===== src/uer_pkg.sv =====
// Package for the ultrasonic echo ranger: phase type, widths and scaling constants.
`timescale 1ns / 1ps
`default_nettype none

package uer_pkg;

    localparam int WIDTH_BITS = 16;

    localparam int TRIG_W = 10;
    localparam int TOUT_W = 24;
    localparam int ECHO_W = 16;
    localparam int DIST_W = 14;
    localparam int CFG_W  = 24;

    localparam logic [ECHO_W-1:0] WIDTH_LIMIT =
        (WIDTH_BITS >= ECHO_W) ? {ECHO_W{1'b1}}
                               : ECHO_W'((64'd1 << WIDTH_BITS) - 64'd1);

    localparam logic [TRIG_W-1:0] TRIG_RESET = TRIG_W'(10);
    localparam logic [TOUT_W-1:0] TOUT_RESET = TOUT_W'(1000000);
    localparam logic [TOUT_W-1:0] ELAPSED_MAX = {TOUT_W{1'b1}};

    // distance = floor(width * 343 / 2000), as width * ceil(343 * 2^32 / 2000) >> 32
    localparam int DIST_SHIFT = 32;
    localparam int RECIP_W = 30;
    localparam logic [63:0] RECIP_FULL = ((64'd343 << DIST_SHIFT) + 64'd1999) / 64'd2000;
    localparam logic [RECIP_W-1:0] DIST_RECIP = RECIP_W'(RECIP_FULL);
    localparam int PROD_W = ECHO_W + RECIP_W;

    localparam logic CFG_TRIGGER = 1'b0;
    localparam logic CFG_TIMEOUT = 1'b1;

    typedef enum logic [1:0] {
        PH_IDLE = 2'd0,
        PH_TRIG = 2'd1,
        PH_WAIT = 2'd2,
        PH_MEAS = 2'd3
    } phase_t;

endpackage

`default_nettype wire


===== src/ultrasonic_echo_ranger_top.sv =====
// Ultrasonic echo ranger: tick-driven trigger, echo width counter and distance output.
`timescale 1ns / 1ps
`default_nettype none

// Channel   Direction  Handshake              Payload
// in        input      in_valid / in_ready    start_req, echo_level
// out       output     out_valid / out_ready  trigger_out, done_res, timed_out,
//                                             width_us, distance_mm, busy_res
// cfg       input      cfg_we                 cfg_index, cfg_data
//
// Each input beat is one tick and yields one output beat, registered in the cycle after it is taken.
// A beat is taken every cycle while the output register is empty or draining.
// The width-to-distance multiply sits between the state registers and the output register.
// Reset puts the block idle with trigger_ticks = 10 and timeout_ticks = 1000000.
// A stall on the output holds the result and stops input beats; nothing is lost.

module ultrasonic_echo_ranger_top
    import uer_pkg::*;
(
    input  wire logic                clk,
    input  wire logic                rst_n,

    input  wire logic                in_valid,
    output logic                     in_ready,
    input  wire logic                start_req,
    input  wire logic                echo_level,

    output logic                     out_valid,
    input  wire logic                out_ready,
    output logic                     trigger_out,
    output logic                     done_res,
    output logic                     timed_out,
    output logic [ECHO_W-1:0]        width_us,
    output logic [DIST_W-1:0]        distance_mm,
    output logic                     busy_res,

    input  wire logic                cfg_we,
    input  wire logic                cfg_index,
    input  wire logic [CFG_W-1:0]    cfg_data
);

    phase_t              phase_reg, phase_next;
    logic [TRIG_W-1:0]   trig_cnt_reg, trig_cnt_next;
    logic [ECHO_W-1:0]   echo_cnt_reg, echo_cnt_next;
    logic [TOUT_W-1:0]   elapsed_reg, elapsed_next;
    logic                last_echo_reg, last_echo_next;

    logic [TRIG_W-1:0]   trig_ticks_reg;
    logic [TOUT_W-1:0]   tout_ticks_reg;

    logic                out_valid_reg;
    logic                trigger_reg, trigger_next;
    logic                done_reg, done_next;
    logic                tmo_reg, tmo_next;
    logic [ECHO_W-1:0]   width_reg, width_next;
    logic [DIST_W-1:0]   dist_reg, dist_next;
    logic                busy_reg, busy_next;

    logic                accept;
    logic [TRIG_W-1:0]   trig_lim;
    logic [TOUT_W-1:0]   tout_lim;
    logic [PROD_W-1:0]   dist_prod;

    assign in_ready = !out_valid_reg || out_ready;
    assign accept   = in_valid && in_ready;

    assign trig_lim = (trig_ticks_reg == '0) ? TRIG_W'(1) : trig_ticks_reg;
    assign tout_lim = (tout_ticks_reg == '0) ? TOUT_W'(1) : tout_ticks_reg;

    always_ff @(posedge clk or negedge rst_n)
    begin
        if (!rst_n)
        begin
            trig_ticks_reg <= TRIG_RESET;
            tout_ticks_reg <= TOUT_RESET;
        end
        else if (cfg_we)
        begin
            case (cfg_index)
                CFG_TRIGGER: trig_ticks_reg <= cfg_data[TRIG_W-1:0];
                CFG_TIMEOUT: tout_ticks_reg <= cfg_data[TOUT_W-1:0];
                default:     trig_ticks_reg <= trig_ticks_reg;
            endcase
        end
    end

    always_comb
    begin
        logic rise;
        logic fall;
        logic finished;

        rise     = echo_level && !last_echo_reg;
        fall     = !echo_level && last_echo_reg;
        finished = 1'b0;

        phase_next     = phase_reg;
        trig_cnt_next  = trig_cnt_reg;
        echo_cnt_next  = echo_cnt_reg;
        elapsed_next   = elapsed_reg;
        last_echo_next = echo_level;

        trigger_next = 1'b0;
        done_next    = 1'b0;
        tmo_next     = 1'b0;
        width_next   = '0;

        if (phase_reg == PH_IDLE && start_req)
        begin
            phase_next    = PH_TRIG;
            trig_cnt_next = '0;
            elapsed_next  = '0;
            echo_cnt_next = '0;
        end

        if (phase_next != PH_IDLE)
        begin
            if (elapsed_next != ELAPSED_MAX)
            begin
                elapsed_next = elapsed_next + TOUT_W'(1);
            end

            case (phase_next)
                PH_TRIG:
                begin
                    trigger_next  = 1'b1;
                    trig_cnt_next = trig_cnt_next + TRIG_W'(1);
                    if (trig_cnt_next >= trig_lim)
                    begin
                        phase_next = PH_WAIT;
                    end
                end
                PH_WAIT:
                begin
                    if (rise)
                    begin
                        phase_next    = PH_MEAS;
                        echo_cnt_next = ECHO_W'(1);
                    end
                end
                PH_MEAS:
                begin
                    if (fall)
                    begin
                        finished = 1'b1;
                    end
                    else if (echo_level && echo_cnt_next < WIDTH_LIMIT)
                    begin
                        echo_cnt_next = echo_cnt_next + ECHO_W'(1);
                    end
                end
                default:
                begin
                    phase_next = PH_IDLE;
                end
            endcase

            if (finished)
            begin
                done_next  = 1'b1;
                width_next = echo_cnt_next;
                phase_next = PH_IDLE;
            end
            else if (elapsed_next >= tout_lim)
            begin
                done_next    = 1'b1;
                tmo_next     = 1'b1;
                trigger_next = 1'b0;
                phase_next   = PH_IDLE;
            end
        end

        busy_next = (phase_next != PH_IDLE);
    end

    assign dist_prod = PROD_W'(width_next) * PROD_W'(DIST_RECIP);
    assign dist_next = dist_prod[DIST_SHIFT +: DIST_W];

    always_ff @(posedge clk or negedge rst_n)
    begin
        if (!rst_n)
        begin
            phase_reg     <= PH_IDLE;
            trig_cnt_reg  <= '0;
            echo_cnt_reg  <= '0;
            elapsed_reg   <= '0;
            last_echo_reg <= 1'b0;
        end
        else if (accept)
        begin
            phase_reg     <= phase_next;
            trig_cnt_reg  <= trig_cnt_next;
            echo_cnt_reg  <= echo_cnt_next;
            elapsed_reg   <= elapsed_next;
            last_echo_reg <= last_echo_next;
        end
    end

    always_ff @(posedge clk or negedge rst_n)
    begin
        if (!rst_n)
        begin
            out_valid_reg <= 1'b0;
        end
        else if (accept)
        begin
            out_valid_reg <= 1'b1;
        end
        else if (out_ready)
        begin
            out_valid_reg <= 1'b0;
        end
    end

    // hold the result until the beat is taken
    always_ff @(posedge clk)
    begin
        if (accept)
        begin
            trigger_reg <= trigger_next;
            done_reg    <= done_next;
            tmo_reg     <= tmo_next;
            width_reg   <= width_next;
            dist_reg    <= dist_next;
            busy_reg    <= busy_next;
        end
    end

    assign out_valid   = out_valid_reg;
    assign trigger_out = trigger_reg;
    assign done_res    = done_reg;
    assign timed_out   = tmo_reg;
    assign width_us    = width_reg;
    assign distance_mm = dist_reg;
    assign busy_res    = busy_reg;

endmodule

`default_nettype wire

===== config.mk =====
export PLATFORM = sky130hd
export DESIGN_NAME = ultrasonic_echo_ranger_top
export DESIGN_NICKNAME = d
export VERILOG_FILES = /design/src/uer_pkg.sv /design/src/ultrasonic_echo_ranger_top.sv
export SDC_FILE = /design/constraint.sdc
export NUM_CORES = 1
export LEC_CHECK = 0
export ABC_AREA = 1
export BUFFER_PORTS_ARGS = -buffer_cell sky130_fd_sc_hd__buf_2
export CAP_MARGIN = 20
export CORE_UTILIZATION = 44
export CTS_BUF_LIST = sky130_fd_sc_hd__clkbuf_8
export DETAILED_ROUTE_END_ITERATION = 12
export PLACE_DENSITY = 0.68
export SLEW_MARGIN = 40
export SYNTH_ARGS = -nofsm -noshare
export SYNTH_HDL_FRONTEND = slang
export SYNTH_SLANG_ARGS = --single-unit

===== constraint.sdc =====
create_clock -name clk -period 25 [get_ports clk]
set_input_delay 1.25 -clock clk [delete_from_list [all_inputs] [get_ports clk]]
set_output_delay 1.25 -clock clk [all_outputs]
set_load 0.02 [all_outputs]

==> results.cfg <==
[status]
outcome = finished, final reports clean

[pwr]
intPower_mw = 0.4605
p_comb_share_pct = 43.4
switching_share_pct = 44.08
pwr-share-seq_pct = 34.6
vdd_ir_drop_max_mv = 0.03706
clockPowerShare_pct = 22.0
power_density_nw_per_um2 = 49.63
switchingPower_mw = 0.3629
leakage_nw = 9.028

[floorplanning]
fp-row-count = 67
ios = 68
start_util_pct = 45.27
core_region_area_sq_um = 33870
die-width_microns = 188.7
die_h_microns = 188.7
die-area_sq_um = 35590

[layout]
layout_commonest_cell = inv_1
layout-drive-gt1-share_pct = 9.694
diodes = 0
mostFrequentLayoutCells = 460 x inv_1, 235 x nand2_1, 199 x ha_1, 163 x nor2_1, 162 x fa_1
seq_area_sq_um = 3234
fillers = 3231
fin_nets = 2309
area_growth_pct = 8.227
multi_input_area_sq_um = 10210
final_area_sq_um = 16590
instances_no_fill = 2377

[clock_tree]
cts_tree = done
cts_inserted_buffers = 17
postCtsResizedCells = 0
post_cts_buffers = 0
clk_pin_slew_ns = 0.08
clk_latency_ns = 0.49
postCtsHoldBufs = 0
clock_sinks = 122
clock_tree.buffer_depth = 2
cts.htree.levels = 4
cts_root_buffer = clkbuf_8

[critical_path]
worst_ep_arrival_time_ns = 9.58
startpoint_type = primary input
slowest_stage = fa_1
setup.worst_path.start = start_req
end_kind = register
cpPeakStageDelay_ns = 0.55
cpMostUsedCell = nand2_1
path_buf_inv = 9
required_ns = 25.22
reg2reg_from = phase_reg[1]
cp_top_family = adder cells
crit_type = in2reg
critPathMaxFanout = 27

[hold_path]
hp-class = reg2reg
hold_start = trig_cnt_reg[9]

[yosys]
ys_seq_elements = 122
synthMuxAreaShare_pct = 0.3265
ys_seq_area_share_pct = 21.10
syn_avg_cell_area_sq_um = 8.323
synthCells = 1842
synthXorXnorAreaFrac_pct = 3.191
async_flop_share_pct = 72.13
yosys.area_share.simple_pct = 15.88
syn_area_sq_um = 15330
syn_nets = 2235
synth.distinct_cells = 59
synthAdderAreaFrac_pct = 37.39
synth_top_family_by_area = adder cells
synth-edff-count = 34
yosys_warnings = 0
synthFlopType = dfrtp_1
synth_compound_gate_area_share_pct = 9.753

[placed_design]
place_congestion = 0.9783
dp_hpwl_mm = 34.26
portBuffers = 67
placed_area_sq_um = 16200
place_ws_ns = 15.21
dp_cells = 2345

[grt]
overflow = 0
antenna_found_initial = 0
grt_max_degree = 54
grt_pass1_vias = 12630
grt_pass1_wl_mm = 67.11
grt_use_total_pct = 24.51

[timing]
setup_violations = 0
hold_viol_final = 0
period_share_pct = 37.43
period_needed_ns = 9.357
worst_slew_pin_slew_ns = 0.9149
fin_ws_ns = 15.64
fin_skew_ns = 0.02325
relSlewSlack_pct = 38.78
finalSetupTns_ns = 0
fmax_mhz = 106.9
slew_violations = 0
rsz0062_at_grt = false

[detailed_routing]
detail-route-antenna-nets = 0
routed_wl_mm = 40.84
dr.pass1.iters = 5
drcViolationCount = 0
routed_via_density = 5.143
drt_iter0_markers = 750
via_count = 12230
wl_per_cell_microns = 17.18

[flow_run]
maxCapViolations = 0
==> cell type report <==
| cell class | count | share of cell area, % |
|---|---|---|
| sequential | 122 | 19.49 |
| tap | 448 | 3.378 |
| clock inverter | 12 | 0.6711 |
| multi-input combinational | 1226 | 61.52 |
| clock buffer | 20 | 1.659 |
| inverter | 467 | 10.56 |
| timing repair buffer | 82 | 2.715 |
==> worst register-to-register path: cells and delay by family, from the launching register on <==
family,cells,cell delay (ns)
AND/OR/NAND/NOR,19,2.62
XOR/XNOR,1,0.10
AO/OA/AOI/OAI,6,1.15
flip-flops,1,0.55
buffers and inverters,8,1.06
adder cells (fa/ha/maj),7,3.46
==> Yosys cell counts, drive strengths merged (2+ instances only) <==
cell type / number / area, sq um
a211oi: 4 / 30.03
a21oi: 96 / 480.5
a311oi: 2 / 17.52
a31o: 2 / 17.52
a31oi: 10 / 62.56
buf: 8 / 70.06
clkbuf: 19 / 71.32
dfrtp: 79 / 1977
dfstp: 9 / 236.5
edfxtp: 34 / 1021
fa: 162 / 3243
ha: 199 / 2490
inv: 466 / 1749
mux2i: 5 / 50.05
nand2: 254 / 1031
nand3: 43 / 242.7
nand4: 20 / 131.4
nor2: 179 / 742.0
nor3: 27 / 155.2
nor4: 12 / 87.58
o2111ai: 2 / 17.52
o211ai: 13 / 102.6
o21a: 11 / 82.58
o21ai: 102 / 514.2
o221ai: 3 / 26.28
o22ai: 8 / 50.05
o311ai: 2 / 17.52
o41ai: 2 / 25.03
or2: 5 / 31.28
xnor2: 14 / 130.1
xor2: 41 / 359.1
==> cell families after synthesis <==
logic type,count (synthesis)
and+or+nand+nor,542
buffers and inverters,494
muxes,5
AOI/OAI and AO/OA,263
adders and majority gates,361
xor gates and xnor gates,55
DFF,122
==> metal layers <==
layer | track usage [%] | part of all wire [%]
met1 | 34.18 | 47
met2 | 38.42 | 45
met5 | 0 | 0
met4 | 7.041 | 2.4
met3 | 4.917 | 5.3
==> worst paths after layout <==
path | endpoint | slack, ns | cells after the start
hold reg to reg | trig_cnt_reg[9] | 0.49 | 2
min in group asynchronous | echo_cnt_reg[3] | 0.76 | 1
max in group asynchronous | elapsed_reg[8] | 23.24 | 2
hold / removal | trig_cnt_reg[9] | 0.49 | 2
setup reg to reg | distance_mm[13] | 15.79 | 41
setup / recovery | distance_mm[13] | 15.64 | 41
==> power groups by stage <==
stage / logic (mW) / clock network, mW / registers, mW
4_1_cts: 0.357 / 0.185 / 0.284
3_3_place_gp: 0.346 / 0 / 0.287
2_1_floorplan: 0.271 / 0 / 0.283
3_5_place_dp: 0.354 / 0 / 0.288
6_report: 0.358 / 0.181 / 0.285
5_1_grt: 0.414 / 0.193 / 0.291
==> through the flow <==
stage	hold WS (ns)	utilization, %	total power [mW]
after floorplan	0.4492	-	0.5540
after global routing	0.5345	48.99	0.8974
after detailed placement	0.4739	47.84	0.6421
final	0.4900	48.99	0.8234
after global placement	0.4715	47.84	0.6327
after CTS	0.4948	48.98	0.8267
No activity file was read; power rests on OpenSTA's default activity.
